[config.mk]
export PLATFORM = sky130hd
export DESIGN_NAME = preamble_sync_byte_pair_deframer_top
export DESIGN_NICKNAME = d
export VERILOG_FILES = /design/src/rtl/psdf_pkg.sv /design/src/rtl/preamble_sync_byte_pair_deframer_top.sv /design/src/rtl/psdf_cell.sv /design/src/rtl/psdf_ctrl.sv
export SDC_FILE = /design/constraint.sdc
export NUM_CORES = 1
export LEC_CHECK = 0
export ABC_AREA = 1
export ABC_CLOCK_PERIOD_IN_PS = 3300
export BUFFER_PORTS_ARGS = -buffer_cell sky130_fd_sc_hd__buf_2
export CAP_MARGIN = 20
export CORE_UTILIZATION = 45
export CTS_BUF_LIST = sky130_fd_sc_hd__clkbuf_8
export CTS_CLUSTER_DIAMETER = 30
export CTS_CLUSTER_SIZE = 16
export DETAILED_ROUTE_END_ITERATION = 8
export PLACE_DENSITY = 0.66
export RECOVER_POWER = 100
export SYNTH_ARGS = -nofsm -noshare
export SYNTH_HDL_FRONTEND = slang
export SYNTH_SLANG_ARGS = --single-unit
export TNS_END_PERCENT = 50
[constraint.sdc]
create_clock -name clk -period 3.3 [get_ports clk]
set_input_delay 0.165 -clock clk [delete_from_list [all_inputs] [get_ports clk]]
set_output_delay 0.165 -clock clk [all_outputs]
set_load 0.02 [all_outputs]
[src/rtl/psdf_pkg.sv]
// shared types and constants for the preamble sync byte-pair deframer
`default_nettype none
package psdf_pkg;

  localparam int WIN_BYTES = 8;              // preamble length in bytes
  localparam int CELLS     = WIN_BYTES - 1;  // stored window bytes, newest byte arrives live
  localparam int PAT_W     = 8 * WIN_BYTES;

  localparam logic [1:0] EV_INFO = 2'd0;
  localparam logic [1:0] EV_CONN = 2'd1;
  localparam logic [1:0] EV_MSG  = 2'd2;

  typedef enum logic [2:0] {
    MODE_HUNT = 3'b001,
    MODE_INFO = 3'b010,
    MODE_CONN = 3'b100
  } link_mode_t;

  // window row to controller
  typedef struct packed {
    logic       full;     // incoming byte completes an 8-byte window
    logic       match;    // completed window equals the preamble
    logic [7:0] leaving;  // oldest byte, leaves on a miss
  } win_stat_t;

  // controller to window row
  typedef struct packed {
    logic shift;
    logic clear;
  } win_ctl_t;

endpackage
`default_nettype wire

[src/rtl/preamble_sync_byte_pair_deframer_top.sv]
// top level of the preamble sync byte-pair deframer
//
// Input channel: rx_byte with in_valid / in_ready, one received byte per transfer.
// Output channel: event_kind, info_byte, element_code, message_value with
// out_valid / out_ready; zero or one result per input byte.
// Configuration: cfg_write loads cfg_data into the 64-bit preamble register
// (first received byte in bits 63..56); it is used from the next cycle on.
// Hunt mode drops bytes until the preamble is seen, info mode then emits each
// byte leaving the window as an info event, a second preamble gives one
// connected event, after which every byte pair gives an element message.
// Throughput: one byte per cycle while in_ready is high. The window is a row of
// seven byte cells that shift on each transfer in hunt and info modes while the
// newest byte is compared live. A result is written to the output register on
// its input transfer. in_ready is high while the output register is empty or
// being taken, so a stall on the output holds at most one result and then stops
// input until the receiver takes it.
// Reset: synchronous rst returns to hunt mode with an empty window, clears
// out_valid and the preamble (pattern zero).
`default_nettype none
module preamble_sync_byte_pair_deframer_top (
  input  wire logic        clk,
  input  wire logic        rst,
  input  wire logic        cfg_write,
  input  wire logic [63:0] cfg_data,
  input  wire logic        in_valid,
  output logic             in_ready,
  input  wire logic [7:0]  rx_byte,
  output logic             out_valid,
  input  wire logic        out_ready,
  output logic      [1:0]  event_kind,
  output logic      [7:0]  info_byte,
  output logic      [7:0]  element_code,
  output logic      [7:0]  message_value
);
  import psdf_pkg::*;

  logic [PAT_W-1:0] sync_pattern;
  logic [7:0]       cell_byte  [CELLS];
  logic [CELLS-1:0] cell_valid;
  logic [CELLS-1:0] cell_hit;
  win_stat_t        win_stat;
  win_ctl_t         win_ctl;

  always_ff @(posedge clk) begin
    if (rst) begin
      sync_pattern <= '0;
    end else if (cfg_write) begin
      sync_pattern <= cfg_data;
    end
  end

  // cell i holds window position i+1, position 0 is the incoming byte
  for (genvar i = 0; i < CELLS; i++) begin : g_cell
    if (i == 0) begin : g_first
      psdf_cell u_cell (
        .clk        (clk),
        .rst        (rst),
        .shift      (win_ctl.shift),
        .clear      (win_ctl.clear),
        .din        (rx_byte),
        .din_valid  (1'b1),
        .pat_byte   (sync_pattern[8*(i+1) +: 8]),
        .dout       (cell_byte[i]),
        .dout_valid (cell_valid[i]),
        .hit        (cell_hit[i])
      );
    end else begin : g_rest
      psdf_cell u_cell (
        .clk        (clk),
        .rst        (rst),
        .shift      (win_ctl.shift),
        .clear      (win_ctl.clear),
        .din        (cell_byte[i-1]),
        .din_valid  (cell_valid[i-1]),
        .pat_byte   (sync_pattern[8*(i+1) +: 8]),
        .dout       (cell_byte[i]),
        .dout_valid (cell_valid[i]),
        .hit        (cell_hit[i])
      );
    end
  end

  // the row fills from the newest end, so the last cell valid means full
  assign win_stat.full    = cell_valid[CELLS-1];
  assign win_stat.match   = (rx_byte == sync_pattern[7:0]) && (&cell_hit);
  assign win_stat.leaving = cell_byte[CELLS-1];

  psdf_ctrl u_ctrl (
    .clk           (clk),
    .rst           (rst),
    .in_valid      (in_valid),
    .in_ready      (in_ready),
    .rx_byte       (rx_byte),
    .win_stat      (win_stat),
    .win_ctl       (win_ctl),
    .out_valid     (out_valid),
    .out_ready     (out_ready),
    .event_kind    (event_kind),
    .info_byte     (info_byte),
    .element_code  (element_code),
    .message_value (message_value)
  );

endmodule
`default_nettype wire

[src/rtl/psdf_cell.sv]
// one byte cell of the sliding preamble window
`default_nettype none
module psdf_cell (
  input  wire logic       clk,
  input  wire logic       rst,
  input  wire logic       shift,
  input  wire logic       clear,
  input  wire logic [7:0] din,
  input  wire logic       din_valid,
  input  wire logic [7:0] pat_byte,
  output logic      [7:0] dout,
  output logic            dout_valid,
  output logic            hit
);

  logic [7:0] data;
  logic       valid;

  always_ff @(posedge clk) begin
    if (rst || clear) begin
      valid <= 1'b0;
    end else if (shift) begin
      valid <= din_valid;
    end
  end

  always_ff @(posedge clk) begin
    if (shift) begin
      data <= din;
    end
  end

  assign dout       = data;
  assign dout_valid = valid;
  assign hit        = (data == pat_byte);

endmodule
`default_nettype wire

[src/rtl/psdf_ctrl.sv]
// mode control, byte pairing and output register of the deframer
`default_nettype none
module psdf_ctrl (
  input  wire logic                clk,
  input  wire logic                rst,
  input  wire logic                in_valid,
  output logic                     in_ready,
  input  wire logic [7:0]          rx_byte,
  input  wire psdf_pkg::win_stat_t win_stat,
  output psdf_pkg::win_ctl_t       win_ctl,
  output logic                     out_valid,
  input  wire logic                out_ready,
  output logic      [1:0]          event_kind,
  output logic      [7:0]          info_byte,
  output logic      [7:0]          element_code,
  output logic      [7:0]          message_value
);
  import psdf_pkg::*;

  link_mode_t mode, mode_next;
  logic       pair_pending, pair_pending_next;
  logic [7:0] held_byte, held_byte_next;
  logic       accept;
  logic       res_valid;
  logic [1:0] res_kind;
  logic [7:0] res_info, res_code, res_value;

  assign in_ready = !out_valid || out_ready;
  assign accept   = in_valid && in_ready;

  always_comb begin
    mode_next         = mode;
    pair_pending_next = pair_pending;
    held_byte_next    = held_byte;
    res_valid         = 1'b0;
    res_kind          = EV_INFO;
    res_info          = 8'd0;
    res_code          = 8'd0;
    res_value         = 8'd0;
    win_ctl.shift     = 1'b0;
    win_ctl.clear     = 1'b0;
    if (accept) begin
      case (mode)
        MODE_CONN: begin
          if (pair_pending) begin
            res_valid         = 1'b1;
            res_kind          = EV_MSG;
            res_code          = held_byte;
            res_value         = rx_byte;
            pair_pending_next = 1'b0;
          end else begin
            held_byte_next    = rx_byte;
            pair_pending_next = 1'b1;
          end
        end
        MODE_INFO: begin
          win_ctl.shift = 1'b1;
          win_ctl.clear = win_stat.full && win_stat.match;
          if (win_stat.full) begin
            res_valid = 1'b1;
            if (win_stat.match) begin
              res_kind          = EV_CONN;
              mode_next         = MODE_CONN;
              pair_pending_next = 1'b0;
            end else begin
              res_kind = EV_INFO;
              res_info = win_stat.leaving;
            end
          end
        end
        default: begin
          win_ctl.shift = 1'b1;
          win_ctl.clear = win_stat.full && win_stat.match;
          if (win_stat.full && win_stat.match) begin
            mode_next = MODE_INFO;
          end
        end
      endcase
    end
  end

  always_ff @(posedge clk) begin
    if (rst) begin
      mode         <= MODE_HUNT;
      pair_pending <= 1'b0;
      out_valid    <= 1'b0;
    end else begin
      mode         <= mode_next;
      pair_pending <= pair_pending_next;
      if (accept) begin
        out_valid <= res_valid;
      end else if (out_ready) begin
        out_valid <= 1'b0;
      end
    end
  end

  always_ff @(posedge clk) begin
    held_byte <= held_byte_next;
    if (accept && res_valid) begin
      event_kind    <= res_kind;
      info_byte     <= res_info;
      element_code  <= res_code;
      message_value <= res_value;
    end
  end

  a_conn_sticky: assert property (@(posedge clk) disable iff (rst)
    mode == MODE_CONN |=> mode == MODE_CONN)
    else $error("connected mode left without reset");

  a_pending_only_conn: assert property (@(posedge clk) disable iff (rst)
    pair_pending |-> mode == MODE_CONN)
    else $error("pair held outside connected mode");

  a_hunt_silent: assert property (@(posedge clk) disable iff (rst)
    accept && mode == MODE_HUNT |=> !out_valid)
    else $error("result produced while hunting");

  a_msg_after_conn: assert property (@(posedge clk) disable iff (rst)
    out_valid && (event_kind == EV_MSG || event_kind == EV_CONN) |-> mode == MODE_CONN)
    else $error("connect or message event outside connected mode");

endmodule
`default_nettype wire
==> results of run 1 <==
## final timing paths
check	start	end	depth (start not counted)
max	u_ctrl.out_valid	g_cell[2].g_rest.u_cell.dout_valid	8
min	cfg_data[24]	sync_pattern[24]	3
max reg2reg	u_ctrl.out_valid	g_cell[2].g_rest.u_cell.dout_valid	8
min reg2reg	g_cell[5].g_rest.u_cell.dout_valid	g_cell[6].g_rest.u_cell.dout_valid	2
## placed cells by master, fill, tap and decap left out, types with 2 or more instances in the layout
cell type / synthesis / layout
o21ai_0: 64 / 64
a21oi_1: 40 / 40
clkinvlp_4: 0 / 5
clkbuf_8: 0 / 17
nand2_1: 151 / 154
nor3_1: 1 / 3
nand3_2: 3 / 3
clkinv_1: 0 / 2
clkinv_2: 0 / 2
dfxtp_1: 76 / 76
buf_2: 0 / 67
edfxtp_1: 90 / 90
clkbuf_1: 18 / 39
nor2_1: 158 / 161
bufinv_16: 0 / 2
dlygate4sd3_1: 0 / 66
xor2_1: 19 / 19
inv_1: 99 / 102
buf_4: 0 / 4
inv_2: 9 / 8
## logic make-up after synthesis
family,share of synthesized area [%]
buf+inv,7.298
simple gates,19.52
compound gates,8.022
flops,62.69
xor+xnor,2.470
## state kept, by name (all words and copies together), names as in the netlist
register and count:
g_cell.g_first.u_cell.dout 8, g_cell.g_first.u_cell.dout_valid 1, g_cell.g_rest.u_cell.dout 48, g_cell.g_rest.u_cell.dout_valid 6, sync_pattern 64, u_ctrl.element_code 8
u_ctrl.event_kind 2, u_ctrl.held_byte 8, u_ctrl.info_byte 8, u_ctrl.message_value 8, u_ctrl.mode 3, u_ctrl.out_valid 1
u_ctrl.pair_pending 1
## metrics by stage
step / total power, mW / setup WS (ns)
3_3_place_gp: 2.676 / 1.344
2_1_floorplan: 2.563 / 0.9364
3_5_place_dp: 2.682 / 1.294
5_1_grt: 4.277 / 0.6511
4_1_cts: 4.134 / 1.270
6_report: 4.099 / 0.8715
## power groups by stage
stage	Clock, mW	Combinational (mW)	Sequential, mW
detailed placement	0	0.301	2.38
finish	1.41	0.359	2.33
CTS	1.44	0.363	2.33
global placement	0	0.298	2.38
global route	1.52	0.414	2.35
floorplan	0	0.202	2.36
## cell type report
class                   count  area [sq um]  area share, %
well taps                 184         230.2          2.745
clock buffers              17         234.0          2.790
flip-flops and latches    166          4224          50.37
repair buffers            177          1177          14.04
multi-input cells         452          1974          23.55
clock inverters            15         140.1          1.671
inverters                 108         405.4          4.834
## what timing repair did
action                                 4_1_cts  5_1_grt
resized for setup                            0        0
setup buffers                                0        0
hold buffers                                66        0
endpoints found under the hold margin       74        0
## routing by layer
layer	track usage, %	up-vias	routed length (microns)	share of wire (%)
met3	5.198	24	550	3.9
met5	0	-	0	0
li1	-	2689	-	-
met1	24.70	2302	6620	47
met4	7.087	0	294	2.1
met2	31.56	115	6713	47
## worst max-delay path, delay by kind of cell (launching register included)
kind,cells,cell delay [ns]
AOI/OAI and AO/OA,1,0.06
buffers and inverters,1,0.32
DFF,1,0.32
and+or+nand+nor,6,1.62
==> results.cfg, run 1 <==
[final_layout]
antenna_cells = 0
final_area_sq_um = 8386
area_growth_syn_to_layout_pct = 24.46
nFillCells = 1288
fin_nets = 999
final_cells = 1119
layout-drive-gt1-share_pct = 12.41
postLayoutCoreUtil_pct = 57.48

[grt]
grt_pass1_vias = 4904
grt_pass1_wl_microns = 23460
grt_max_degree = 63
track_usage_pct = 19.38
grt_overflow = 0
antenna_found_initial = 0

[detailed_routing]
first_iter_violations = 367
drc_errors = 0
ant_nets = 0
detail_route.vias_per_cell = 4.584
first_pass_iters = 6
wl_per_cell_microns = 12.67
routed_wl_microns = 14180
vias = 5130

[die]
ios = 105
std_cell_rows = 44
initial_utilization_pct = 46.18
dieArea_sq_um = 15470
fp.dieW_microns = 124.4
die_y_microns = 124.4
core_sq_um = 14590

[cts]
insertion_delay_ns = 0.46
cts_tree = yes
cts_buffers = 17
clk_pin_slew_worst_paths_ns = 0.09
cts-htree-levels = 4
cts-root-buf = clkbuf_8
clkSinkCount = 166
cts_buffer_depth = 2

[placed_design]
dp_hpwl_microns = 9115
numPortBuffers = 104
post_dp_cell_area_sq_um = 7447
dp_cells = 1020
gp_congestion = 0.7520

[sta]
fin_skew_ns = 0.01450
fin_crit_ns = 2.429
report.final.hold_viol_count = 0
whs_ns = 0.02148
finalSetupViolCount = 0
slew_viol_final = 0
relSlewSlack_pct = 31.39
worst_slew_pin_slew_ns = 1.025
rsz0062_at_grt = no
tns_ns = 0
fin_crit_sh_pct = 73.59
fmax_ghz = 0.4118

[pwr]
pwr-share-comb_pct = 8.8
clkPwrFrac_pct = 34.3
sw_frac_of_total_pct = 24.41
powerDensity_nw_per_um2 = 488.8
intPower_mw = 3.098
max-vdd-ir-drop_mv = 0.3146
p_switching_mw = 1.000
seqPwrFrac_pct = 56.9
p_leak_nw = 3.703

[synth]
synth.avg_cell_area_sq_um = 9.020
yosysMostFrequentCell = nor2_1
synth_cell_types = 23
ys_ff_latch = 166
synth_warnings = 0
synthFlopType = edfxtp_1
syn_inst = 747
synthArstFlopShare_pct = 0
yosysTopAreaCellShare_pct = 40.11
syn-num-nets = 824
yosys.area.top_type = edfxtp_1
yosysSeqAreaShare_pct = 62.69
yosys-top-cells-area = edfxtp_1 (40%), dfxtp_1 (23%), nor2_1 (8.8%)
synthesis.area_sq_um = 6738
synth_edf_count = 90
synth_common_cells = nor2_1 (158), nand2_1 (151), inv_1 (99), edfxtp_1 (90), dfxtp_1 (76)

[run]
drv_cap = 0

[worst_setup_path]
required_ns = 3.64
startpoint_type = flop
cpMaxStageDelayCell = nor2_1
endpoint_kind = flop
worstPathArrival_ns = 2.77
crit_chain = nand2_1 > nand2_1 > nor2_1 > inv_1 > nor2_1 > nand3_2 > nand2_2 > a21oi_1
reg2reg_slack_ns = 0.87
crit_fanout = 15
critical_path_class = reg2reg
max_stage_delay_ns = 0.81

[worst_hold_path]
worstHoldPathType = in2reg

[run_status]
status = finished clean
Note: power is estimated with default switching activity, not from simulation.
==> run 2, diff against run 1 <==
--- a/config.mk
+++ b/config.mk
@@ -5,8 +5,8 @@
 export SDC_FILE = /design/constraint.sdc
 export NUM_CORES = 1
 export LEC_CHECK = 0
-export ABC_AREA = 1
-export ABC_CLOCK_PERIOD_IN_PS = 3300
+export ABC_AREA = 0
+export ABC_CLOCK_PERIOD_IN_PS = 2000
 export BUFFER_PORTS_ARGS = -buffer_cell sky130_fd_sc_hd__buf_2
 export CAP_MARGIN = 20
 export CORE_UTILIZATION = 45
@@ -14,7 +14,7 @@
 export CTS_CLUSTER_DIAMETER = 30
 export CTS_CLUSTER_SIZE = 16
 export DETAILED_ROUTE_END_ITERATION = 8
-export PLACE_DENSITY = 0.66
+export PLACE_DENSITY = 0.69
 export RECOVER_POWER = 100
 export SYNTH_ARGS = -nofsm -noshare
 export SYNTH_HDL_FRONTEND = slang
==> constraint.sdc (replaced) <==
create_clock -name clk -period 2 [get_ports clk]
set_input_delay 0.1 -clock clk [delete_from_list [all_inputs] [get_ports clk]]
set_output_delay 0.1 -clock clk [all_outputs]
set_load 0.02 [all_outputs]
==> results.cfg, run 2 <==
[placed_design]
dp_cells = 736
numPortBuffers = 104
dp_slack_ns = -0.1144
dp_hpwl_microns = 9517
gp_congestion = 0.7628

[synth]
synthAdderAreaFrac_pct = 0
yosys-top-cells-area = edfxtp_1 (43%), dfxtp_1 (24%), mux2i_1 (11%)
synthesis.area_sq_um = 6305
synth_top_family_by_area = multiplexers
yosysMostFrequentCell = edfxtp_1
synthArstFlopShare_pct = 0
synthFlopType = edfxtp_1
yosys.area.top_type = edfxtp_1
synth_compound_area_share_pct = 1.131
synth_warnings = 0
synth_cell_types = 33
syn_inst = 465
synth_simple_gate_area_share_pct = 10.48
yosysSeqAreaShare_pct = 67.00
yosysTopAreaCellShare_pct = 42.87
synth.mux.area_fraction_pct = 10.95
syn-num-nets = 542
ys_ff_latch = 166
synth_common_cells = edfxtp_1 (90), dfxtp_1 (76), nor2_1 (74), mux2i_1 (69), xnor2_1 (64)
synth.avg_cell_area_sq_um = 13.56
synth_edf_count = 90
synth_xor_area_share_pct = 8.891

[cts]
cts-htree-levels = 4
cts_buffers = 17
insertion_delay_ns = 0.45
cts_tree = yes
clkSinkCount = 166
clk_pin_slew_worst_paths_ns = 0.09
cts-root-buf = clkbuf_8
cts_buffer_depth = 2

[final_layout]
largest-register = sync_pattern
nFillCells = 1078
largest_reg_flops = 64
fin_nets = 730
ff_latch_area_sq_um = 4224
layout-drive-gt1-share_pct = 23.72
antenna_cells = 0
multi_input_area_sq_um = 2056
area_growth_syn_to_layout_pct = 30.74
mostFrequentLayoutCells = buf_2 (95), edfxtp_1 (90), dfxtp_1 (76), dlygate4sd3_1 (72), nor2_1 (71)
postLayoutCoreUtil_pct = 61.27
final_cells = 842
layout_commonest_cell = buf_2

[die]
fp.dieW_microns = 120.4
std_cell_rows = 42
ios = 105
initial_utilization_pct = 46.87
die_y_microns = 120.4
core_sq_um = 13450
dieArea_sq_um = 14490

[worst_setup_path]
critPathTopFamily = simple AND/OR/NAND/NOR gates
cpMaxStageDelayCell = edfxtp_1
startpoint_type = flop
crit_fanout = 8
critical_path_class = reg2reg
required_ns = 2.22
crit_buf_inv = 0
endpoint_kind = flop
crit_chain = xnor2_2 > nand4_1 > nor4_4 > and4_4 > nor2_4 > and2_4
worstPathArrival_ns = 2.24
max_stage_delay_ns = 0.48

[detailed_routing]
first_iter_violations = 270
detail_route.vias_per_cell = 4.924
vias = 4146
first_pass_iters = 4
drc_errors = 0
wl_per_cell_microns = 16.30
routed_wl_microns = 13730
ant_nets = 0

[sta]
worst_slew_pin_slew_ns = 0.4761
rsz0062_at_grt = yes
fin_skew_ns = 0.01248
slew_viol_final = 0
report.final.hold_viol_count = 0
fin_crit_sh_pct = 100.7
fmax_ghz = 0.4968
relSlewSlack_pct = 68.26
finalSetupViolCount = 6
layout_setup_ws_ns = -0.01304
fin_crit_ns = 2.013

[pwr]
p_total_mw = 6.659
max-vdd-ir-drop_mv = 0.4515
p_leak_nw = 3.393
powerDensity_nw_per_um2 = 807.8

[run_status]
status = finished with violations
violations = negative setup slack

[grt]
antenna_found_initial = 0
top_usage_layer = met2
grt_max_degree = 67
track_usage_pct = 19.93
met1_usage_pct = 26.13
grt_overflow = 0
grt_pass1_vias = 4100
grtUsageMet2_pct = 32.15
grt_pass1_wl_microns = 21180
use_met3_pct = 4.057

[run]
drv_cap = 0

[worst_hold_path]
worstHoldPathType = in2reg
## run 2: cell types whose count changed in the layout (fill, tap and decap cells not counted), moves of 31 or more
| cell | change |
|---|---|
| a21oi_1 | -39 |
| nor2_1 | -90 |
| clkbuf_1 | -31 |
| o21ai_0 | -63 |
| xnor2_1 | +63 |
| inv_1 | -97 |
| nand2_1 | -151 |
| mux2i_1 | +69 |
## run 2: kinds of logic after synthesis
family,Yosys count
flip-flops,166
multiplexers,69
buffers and inverters,23
XOR/XNOR,64
AND/OR/NAND/NOR,134
AO/OA/AOI/OAI,9
## run 2: metrics by stage
step	hold slack (ns)	TNS [ns]	area [sq um]
finish	0.05106	-0.02988	8243
global route	0.05899	-0.9314	8243
CTS	0.02223	0	8189
detailed placement	0.3431	-1.163	7088
global placement	0.3333	-0.8456	7088
floorplan	0.1989	-0.3599	6307
## run 2: what timing repair did
action,in CTS,in global routing
hold buffers,72,0
gates resized for setup,2,15
pin swaps,4,17
buffers inserted,1,1
endpoints found under the hold margin,81,0
setup endpoints to repair,19,28
## run 2: worst paths after layout
path	start	slack [ns]	end	depth (start not counted)
worst min register to register	g_cell[2].g_rest.u_cell.dout[1]	0.47	g_cell[3].g_rest.u_cell.dout[1]	0
worst max register to register	g_cell[0].g_first.u_cell.dout[3]	-0.01	u_ctrl.info_byte[3]	6
worst max-delay path	g_cell[0].g_first.u_cell.dout[3]	-0.01	u_ctrl.info_byte[3]	6
worst min-delay path	out_ready	0.05	u_ctrl.out_valid	3
## run 2: per-layer routing
metal | routed length (microns) | part of all wire, %
met1 | 6234 | 45
met2 | 6668 | 49
met3 | 611 | 4.5
met4 | 211 | 1.5
met5 | 0 | 0
## run 2: final cells by class
cell class,instances,share of cell area (%)
repair buffers,188,16.56
flip-flops and latches,166,51.24
clock buffers,17,2.838
clock inverters,15,1.563
well taps,176,2.672
inverters,4,0.1821
multi-input cells,276,24.94
## run 2: worst register-to-register path: stages, from the launching register on
cell      delay, ns
edfxtp_1       0.48
xnor2_2        0.24
nand4_1        0.20
nor4_4         0.35
and4_4         0.30
nor2_4         0.06
and2_4         0.16
## run 2: where the power goes
| part | switching, mW | total (mW) | leakage, nW | internal, mW |
|---|---|---|---|---|
| logic | 0.254 | 0.585 | 1.67 | 0.331 |
| clock network | 1.24 | 2.22 | 0.174 | 0.984 |
| registers | 0.116 | 3.85 | 1.55 | 3.73 |
==> run 3, diff against run 2 <==
--- a/config.mk
+++ b/config.mk
@@ -14,7 +14,7 @@
 export CTS_CLUSTER_DIAMETER = 30
 export CTS_CLUSTER_SIZE = 16
 export DETAILED_ROUTE_END_ITERATION = 8
-export PLACE_DENSITY = 0.69
+export PLACE_DENSITY = 0.74
 export RECOVER_POWER = 100
 export SYNTH_ARGS = -nofsm -noshare
 export SYNTH_HDL_FRONTEND = slang
==> results.cfg, run 3 (same netlist as run 2, synthesis figures left out) <==
[cts]
cts_tree = yes
cts_buffer_depth = 2
cts_buffers = 17
cts-root-buf = clkbuf_8
insertion_delay_ns = 0.46
cts-htree-levels = 4
clk_pin_slew_worst_paths_ns = 0.08
clkSinkCount = 166

[sta]
slew_viol_final = 0
fin_crit_ns = 1.949
fin_crit_sh_pct = 97.46
worst_slew_pin_slew_ns = 0.4779
layout_setup_ws_ns = 0.05079
fmax_ghz = 0.5130
relSlewSlack_pct = 68.14
fin_skew_ns = 0.01030
report.final.hold_viol_count = 0
finalSetupViolCount = 0
rsz0062_at_grt = yes

[pwr]
powerDensity_nw_per_um2 = 854.2
p_leak_nw = 3.350
max-vdd-ir-drop_mv = 0.4689

[grt]
use_met3_pct = 4.292
grtUsageMet2_pct = 34.09
grt_pass1_wl_microns = 21870
track_usage_pct = 20.43
antenna_found_initial = 0
met1_usage_pct = 26.04
grt_max_degree = 67
top_usage_layer = met2
grt_pass1_vias = 4255
grt_overflow = 0

[detailed_routing]
wl_per_cell_microns = 16.55
routed_wl_microns = 13970
first_iter_violations = 207
first_pass_iters = 5
ant_nets = 0
vias = 4152
drc_errors = 0
detail_route.vias_per_cell = 4.919

[final_layout]
layout-drive-gt1-share_pct = 19.31
ff_latch_area_sq_um = 4224
antenna_cells = 0
largest-register = sync_pattern
mostFrequentLayoutCells = edfxtp_1 (90), dfxtp_1 (76), dlygate4sd3_1 (73), nor2_1 (72), mux2i_1 (69)
fin_nets = 732
area_growth_syn_to_layout_pct = 32.09
multi_input_area_sq_um = 2079
largest_reg_flops = 64
layout_commonest_cell = edfxtp_1
nFillCells = 1051
final_cells = 844

[worst_hold_path]
worstHoldPathType = in2reg

[placed_design]
numPortBuffers = 104
dp_slack_ns = -0.04288
gp_congestion = 0.7537
dp_cells = 737
dp_hpwl_microns = 9396

[die]
std_cell_rows = 42
dieArea_sq_um = 14490
fp.dieW_microns = 120.4
initial_utilization_pct = 46.87
core_sq_um = 13450
die_y_microns = 120.4
ios = 105

[worst_setup_path]
crit_fanout = 8
crit_chain = xnor2_1 > nand4_1 > nor4_2 > and4_4 > nor2_4 > and2_1
cpMaxStageDelayCell = edfxtp_1
endpoint_kind = flop
max_stage_delay_ns = 0.40
worstPathArrival_ns = 2.17
startpoint_type = flop
critical_path_class = reg2reg
required_ns = 2.22

[run]
drv_cap = 0

[run_status]
status = finished clean
## run 3: cell count changes in the layout (fill, tap and decap cells not counted), sizes merged
cell	previous run	this run
clkinv	4	5
clkinvlp	5	2
buf	108	79
dlygate4sd3	72	73
clkbuf	25	55
bufinv	1	5
inv	9	7
## run 3: critical path: cells and delay by family, from the launching register on
family                    cells  cell delay, ns
xor gates and xnor gates      1            0.25
DFF                           1            0.40
and+or+nand+nor               5            1.06
## run 3: layout make-up
type                    count  share of cell area (%)
clock buffers              17                   2.809
clock inverters            15                   2.539
inverters                   4                  0.1803
multi-input cells         276                   24.97
flip-flops and latches    166                   50.72
well taps                 176                   2.644
repair buffers            190                   16.14
## run 3: through the flow
stage                     hold slack (ns)  utilization [%]  area (sq um)  total power, mW  setup TNS, ns
after floorplan                    0.1989                -          6307            4.191        -0.3599
after global placement             0.3327            52.74          7096            4.383        -0.1013
after detailed placement           0.3432            52.74          7096            4.399        -0.2593
after CTS                         0.04419            61.73          8304            7.148              0
after global routing              0.06793            61.90          8328            7.371       -0.01718
final                             0.07094            61.90          8328            7.114              0
## run 3: repair_timing
action,CTS,global route
endpoints found under the hold margin,82,0
buffers inserted,1,1
endpoints found under the setup margin,11,44
hold buffers,73,0
gates resized for setup,4,12
pin swaps,4,4
## run 3: final timing paths
path | start | to | slack, ns | depth (start not counted)
setup / recovery | g_cell[1].g_rest.u_cell.dout[5] | u_ctrl.info_byte[6] | 0.05 | 6
hold / removal | rst | sync_pattern[61] | 0.07 | 2
setup reg to reg | g_cell[1].g_rest.u_cell.dout[5] | u_ctrl.info_byte[6] | 0.05 | 6
hold reg to reg | g_cell[2].g_rest.u_cell.dout[6] | g_cell[3].g_rest.u_cell.dout[6] | 0.47 | 0
## run 3: metal layers
metal	part of all wire [%]	up-vias
met4	1.4	0
met3	4.8	18
met2	49	130
met1	44	1980
li1	-	2024
met5	0	-
## run 3: power by group
part           total (mW)  switching (mW)  internal, mW
Sequential           3.85           0.114          3.73
Clock                2.67            1.19          1.47
Combinational       0.601           0.262         0.339
